===== src/design/window_statistics_top_assert.svh =====
// ----------------------------------------------------------------------------
// Window statistics assertion macros
// Shared concurrent assertion forms, clocked on clk_i and reset by rst_ni.
// ----------------------------------------------------------------------------
`ifndef WINDOW_STATISTICS_TOP_ASSERT_SVH
`define WINDOW_STATISTICS_TOP_ASSERT_SVH
`ifndef SYNTH
`define WST_ASSERT(lbl, prop, msg) \
  lbl: assert property (@(posedge clk_i) disable iff (!rst_ni) (prop)) else $error(msg);
`define WST_ASSERT_NEXT(lbl, pre, post, msg) \
  lbl: assert property (@(posedge clk_i) disable iff (!rst_ni) (pre) |=> (post)) \
    else $error(msg);
`else
`define WST_ASSERT(lbl, prop, msg)
`define WST_ASSERT_NEXT(lbl, pre, post, msg)
`endif
`endif


===== src/design/wst_pkg.sv =====
// ----------------------------------------------------------------------------
// Window statistics package
// Widths, command codes and the item type shared by the block.
// ----------------------------------------------------------------------------
package wst_pkg;

  localparam int MAX_WINDOW  = 1024;
  localparam int SAMPLE_BITS = 16;
  localparam int PTR_W       = $clog2(MAX_WINDOW);
  localparam int CNT_W       = $clog2(MAX_WINDOW + 1);
  localparam int SUM_W       = SAMPLE_BITS + CNT_W;
  localparam int SQ_W        = 2 * SAMPLE_BITS + CNT_W - 2;
  localparam int D_W         = SQ_W + CNT_W;
  localparam int NN_W        = 2 * CNT_W;
  localparam int DVD_W       = D_W + 16;
  localparam int RAD_W       = 48;
  localparam int ROOT_W      = RAD_W / 2;
  localparam int QUEUE_DEPTH = 4;

  localparam logic [1:0] CMD_ADD     = 2'd0;
  localparam logic [1:0] CMD_ADD_FIN = 2'd1;
  localparam logic [1:0] CMD_FIN     = 2'd2;
  localparam logic [1:0] CMD_NOP     = 2'd3;

  typedef enum logic [1:0] {
    OP_ADD,
    OP_ADD_FIN,
    OP_FIN
  } op_e;

  typedef struct packed {
    op_e                           op;
    logic signed [SAMPLE_BITS-1:0] sample;
  } item_t;

  typedef struct packed {
    logic valid;
  } queue_ctl_t;

endpackage


===== src/design/wst_if.sv =====
// ----------------------------------------------------------------------------
// Window statistics channels
// Valid/ready channels for samples, results and the window size register.
// ----------------------------------------------------------------------------
interface wst_in_if;
  logic               valid;
  logic               ready;
  logic [1:0]         cmd;
  logic signed [15:0] sample;
  modport source (output valid, cmd, sample, input ready);
  modport sink (input valid, cmd, sample, output ready);
endinterface



===== src/design/wst_front.sv =====
// ----------------------------------------------------------------------------
// Window statistics front end
// Accepts commands, drops the unused code and queues work for the back end.
// ----------------------------------------------------------------------------
`include "window_statistics_top_assert.svh"
module wst_front import wst_pkg::*; (
  input  logic       clk_i,
  input  logic       rst_ni,
  wst_in_if.sink     in_if,
  input  logic       pop_i,
  output queue_ctl_t ctl_o,
  output item_t      head_o
);

  localparam int QP_W = $clog2(QUEUE_DEPTH);

  item_t           buf_q [QUEUE_DEPTH];
  logic [QP_W-1:0] wr_q, wr_d, rd_q, rd_d;
  logic [QP_W:0]   cnt_q, cnt_d;
  logic            accept, push, pop;
  item_t           item;

  assign in_if.ready = (cnt_q != (QP_W+1)'(QUEUE_DEPTH));
  assign accept      = in_if.valid && in_if.ready;

  always_comb begin
    item.sample = in_if.sample;
    push        = accept;
    case (in_if.cmd)
      CMD_ADD:     item.op = OP_ADD;
      CMD_ADD_FIN: item.op = OP_ADD_FIN;
      CMD_FIN:     item.op = OP_FIN;
      default: begin
        item.op = OP_FIN;
        push    = 1'b0;
      end
    endcase
  end

  assign pop          = pop_i && (cnt_q != '0);
  assign ctl_o.valid  = (cnt_q != '0);
  assign head_o       = buf_q[rd_q];

  always_comb begin
    wr_d  = push ? ((wr_q == QP_W'(QUEUE_DEPTH - 1)) ? '0 : wr_q + 1'b1) : wr_q;
    rd_d  = pop ? ((rd_q == QP_W'(QUEUE_DEPTH - 1)) ? '0 : rd_q + 1'b1) : rd_q;
    cnt_d = cnt_q + (QP_W+1)'(push) - (QP_W+1)'(pop);
  end

  always_ff @(posedge clk_i or negedge rst_ni) begin
    if (!rst_ni) begin
      wr_q  <= '0;
      rd_q  <= '0;
      cnt_q <= '0;
    end else begin
      wr_q  <= wr_d;
      rd_q  <= rd_d;
      cnt_q <= cnt_d;
    end
  end

  always_ff @(posedge clk_i) begin
    if (push) begin
      buf_q[wr_q] <= item;
    end
  end

  `WST_ASSERT(a_cnt_bound, cnt_q <= (QP_W+1)'(QUEUE_DEPTH), "Queue count exceeds depth.")
  `WST_ASSERT_NEXT(a_cmd3_drop, accept && in_if.cmd == CMD_NOP && !pop, cnt_q == $past(cnt_q),
    "Unused command entered the queue.")
  `WST_ASSERT(a_ptr_gap, (cnt_q == '0 || cnt_q == (QP_W+1)'(QUEUE_DEPTH)) ? (wr_q == rd_q)
    : (wr_q != rd_q), "Queue pointers disagree with count.")

endmodule


===== src/flat_wrapper.sv =====
// flat-port wrapper written by rule: the top's interface ports become plain ports
module wst_front_flat import wst_pkg::*;
  (clk_i, rst_ni, pop_i, ctl_o, head_o, in_if_valid, in_if_cmd, in_if_sample, in_if_ready);
  wst_in_if in_if_i ();
  input  logic clk_i;
  input  logic rst_ni;
  input  logic pop_i;
  output queue_ctl_t ctl_o;
  output item_t head_o;
  input wire logic [$bits(in_if_i.valid)-1:0] in_if_valid;
  input wire logic [$bits(in_if_i.cmd)-1:0] in_if_cmd;
  input wire logic [$bits(in_if_i.sample)-1:0] in_if_sample;
  output wire logic [$bits(in_if_i.ready)-1:0] in_if_ready;
  assign in_if_i.valid = in_if_valid;
  assign in_if_i.cmd = in_if_cmd;
  assign in_if_i.sample = in_if_sample;
  assign in_if_ready = in_if_i.ready;
  wst_front u_core (.clk_i(clk_i), .rst_ni(rst_ni), .in_if(in_if_i), .pop_i(pop_i), .ctl_o(ctl_o), .head_o(head_o));
endmodule

===== config.mk =====
export PLATFORM = sky130hd
export DESIGN_NAME = wst_front_flat
export DESIGN_NICKNAME = d
export VERILOG_FILES = /design/src/design/wst_pkg.sv /design/src/design/wst_if.sv /design/src/design/wst_front.sv /design/src/flat_wrapper.sv
export VERILOG_INCLUDE_DIRS = /design/src /design/src/design
export SDC_FILE = /design/constraint.sdc
export NUM_CORES = 1
export LEC_CHECK = 0
export ABC_CLOCK_PERIOD_IN_PS = 2600
export BUFFER_PORTS_ARGS = -buffer_cell sky130_fd_sc_hd__clkbuf_2
export CAP_MARGIN = 25
export CORE_MARGIN = 2
export CORE_UTILIZATION = 35
export CTS_CLUSTER_SIZE = 28
export DETAILED_ROUTE_END_ITERATION = 7
export PLACE_DENSITY = 0.55
export SYNTH_ARGS = -nofsm -noshare
export SYNTH_HDL_FRONTEND = slang
export SYNTH_SLANG_ARGS = --single-unit
export TNS_END_PERCENT = 5

===== constraint.sdc =====
create_clock -name clk_i -period 2.6 [get_ports clk_i]
set_input_delay 0.52 -clock clk_i [delete_from_list [all_inputs] [get_ports clk_i]]
set_output_delay 0.52 -clock clk_i [all_outputs]
set_load 0.01 [all_outputs]

==> flow_metrics.py <==
metrics = {
    "setup_path": {
        "path_class": "register to register",
        "critPathTopFamily": "adder cells",
        "worstSetupStartpointType": "register",
        "required_ns": 2.87,
        "worst-path-stages": 9,
        "r2r-start": "u_core.cnt_q[1]",
        "crit_chain": "or3_2 -> nand2_1 -> inv_1 -> ha_1 -> inv_1 -> ha_1 -> fa_1 -> xnor2_1 -> xnor2_1",
        "crit_path_max_fanout": 3,
        "r2r-end": "u_core.cnt_q[2]",
        "reg2regPathDepth": 9,
        "crit_buf_inv": 2,
        "critPathCapture": "u_core.cnt_q[2]",
        "crit_start": "u_core.cnt_q[1]",
        "r2r_setup_slack_ns": 0.27,
        "endpoint_kind": "register",
        "cpMaxStageDelayCell": "or3_2",
        "crit_arrival_ns": 2.60,
        "max_stage_delay_ns": 0.50,
    },
    "power_and_ir_drop": {
        "leakage_nw": 1.30,
        "power.density_mw_per_mm2": 1060,
        "ir_drop_mv": 0.457,
    },
    "synth": {
        "ys_types": 19,
        "yosysMostFrequentCell": "edfxtp_1",
        "synthTopCellsByArea": "edfxtp_1 71%, mux4_2 13%, dfrtp_1 5.7%",
        "ys.flop_type": "edfxtp_1",
        "synthCells": 136,
        "synth_common_cells": "72 x edfxtp_1, 18 x mux4_2, 7 x dfrtp_1, 7 x ha_1, 7 x inv_1",
        "yosys_warnings": 0,
        "ys_seq_elements": 79,
        "syn_area_mm2": 0.00306,
        "avgSynthCellArea_um2": 22.5,
        "ys_seq_area_share_pct": 76.5,
        "synth_top_area_share_pct": 70.8,
        "synth_top_area_cell": "edfxtp_1",
        "synthArstFlopShare_pct": 8.86,
        "synth_enable_flop_cells": 72,
        "synthesis.nets": 166,
    },
    "routing": {
        "vias_per_cell": 4.76,
        "top_layer_used": "met4",
        "routedWlPerCell_um": 17.2,
        "ant_nets": 0,
        "met1Wirelength_um": 1960,
        "met2_length_um": 2840,
        "vias": 1418,
        "drcViolationCount": 0,
        "firstDrtPassIters": 4,
        "wl_met3_um": 207,
        "drt_wl_total_um": 5120,
        "drtIter0Drc": 54,
    },
    "placed_design": {
        "place.gp.congestion": 0.680,
        "place_area_mm2": 0.00339,
        "dpl.hpwl_um": 3380,
        "port_buffers": 41,
    },
    "sta": {
        "fmax_mhz": 428,
        "skew_ns": 0.0110,
        "setup_viol": 0,
        "hold_viol": 0,
        "period_share_pct": 89.8,
        "period_needed_ns": 2.33,
        "tightest_slew_ns": 0.506,
        "max_slew_margin_pct": 66.3,
        "slew_viol_final": 0,
        "tns_ns": 0,
        "rsz0062_at_grt": "false",
    },
    "finish": {
        "seq_area_mm2": 0.00234,
        "fin_area_mm2": 0.00359,
        "diodes": 0,
        "final_net_count": 215,
        "drive_above_1_share_pct": 44.2,
        "fillerInstances": 774,
        "area_growth_pct": 17.4,
        "multiInputGateArea_um2": 657,
    },
    "floorplan": {
        "die_area_mm2": 0.00949,
        "die_h_um": 97.4,
        "fp-row-count": 34,
        "core_mm2": 0.00859,
        "start_util_pct": 35.6,
        "die_x_um": 97.4,
        "ioPinCount": 42,
    },
    "grt": {
        "antenna_found_initial": 0,
        "overflow": 0,
        "grt_first_pass_wirelength_um": 8230,
        "grt_pass1_vias": 1592,
        "grt_max_degree": 19,
        "grt_usage_pct": 11.7,
    },
    "cts": {
        "clock_path_buffers": 2,
        "root_buffer": "clkbuf_8",
        "cts_buffers": 9,
        "path_clk_slew_ns": 0.08,
        "cts_max_level": 3,
        "cts_tree": "yes",
        "clk_latency_ns": 0.35,
        "cts_num_sinks": 79,
    },
    "min_path": {
        "worstHoldStart": "in_if_sample[14]",
        "hold_path_class": "primary input to register",
        "min_path_cells": 1,
    },
    "flow_run": {
        "cap_violations": 0,
    },
    "status": {
        "status": "completed",
    },
}
==> layout by cell type, fill, tap and decap left out, drive strengths merged <==
cell type / synthesis / layout
buf: 5 / 2
nor2: 2 / 2
dfrtp: 7 / 7
or3: 1 / 1
nand2: 2 / 2
fa: 1 / 1
clkinv: 0 / 5
mux4: 18 / 18
xnor2: 2 / 2
inv: 7 / 7
clkbuf: 1 / 51
and2: 4 / 4
dlygate4sd3: 0 / 1
ha: 7 / 7
edfxtp: 72 / 72
and3: 1 / 1
bufinv: 0 / 1
mux2: 4 / 4
nor2b: 1 / 1
or3b: 1 / 1
==> state kept, by name, indices dropped and copies added, names as in the netlist <==
register,count
u_core.buf_q,72
u_core.cnt_q,3
u_core.rd_q,2
u_core.wr_q,2
==> worst min path at each step <==
stage                     slack (ns)                  end
after floorplan                 0.22      u_core.cnt_q[0]
after global placement          0.36      u_core.cnt_q[0]
after detailed placement        0.37      u_core.cnt_q[1]
after CTS                       0.37   u_core.buf_q[2][7]
after global routing            0.37  u_core.buf_q[2][14]
final                           0.38  u_core.buf_q[3][14]
==> stage by stage <==
stage                     hold WS [ns]  total power (W)  util, %  setup WS [ns]  std cells
after global placement           0.359          0.00293     39.4          0.355        281
final                            0.383          0.00379     41.7          0.266        298
after floorplan                  0.224          0.00256        -          0.330        136
after detailed placement         0.373          0.00300     39.4          0.264        281
after global routing             0.372          0.00402     41.7          0.129        298
after CTS                        0.371          0.00387     41.7          0.253        298
==> worst reg2reg max path, stage by stage, from the launching register on <==
cell and delay, ns:
dfrtp_1 0.39, or3_2 0.50, nand2_1 0.14, inv_1 0.06, ha_1 0.26, inv_1 0.04, ha_1 0.18, fa_1 0.38
xnor2_1 0.18, xnor2_1 0.14
==> per-layer routing <==
metal,up-vias,track usage (%)
met2,35,21.3
met3,11,3.17
met4,0,6.41
met5,-,0
met1,729,12.1
li1,643,-
==> timing repair <==
action / CTS / global route
hold buffers: 1 / 0
setup buffers: 0 / 0
endpoints found under the hold margin: 7 / 0
resized for setup: 0 / 0
==> where the power goes <==
group / total [W] / switching, W / internal [W]
clock: 0.000866 / 0.000426 / 0.000440
combinational: 0.00117 / 0.000580 / 0.000595
sequential: 0.00175 / 0.000116 / 0.00164
==> layout make-up <==
class | count | share of cell area [%]
repair buffers | 44 | 6.77
clock buffers | 10 | 3.56
well taps | 108 | 3.77
inverters | 7 | 0.732
flip-flops and latches | 79 | 65.2
multi-input cells | 44 | 18.3
clock inverters | 6 | 1.71
==> kinds of logic after synthesis <==
logic type | share of synthesized area (%)
buf+inv | 2.01
fa+ha+maj | 3.52
xor+xnor | 0.573
simple gates | 2.42
mux | 15.0
flops | 76.5
Power figures use the tool's default switching activity.
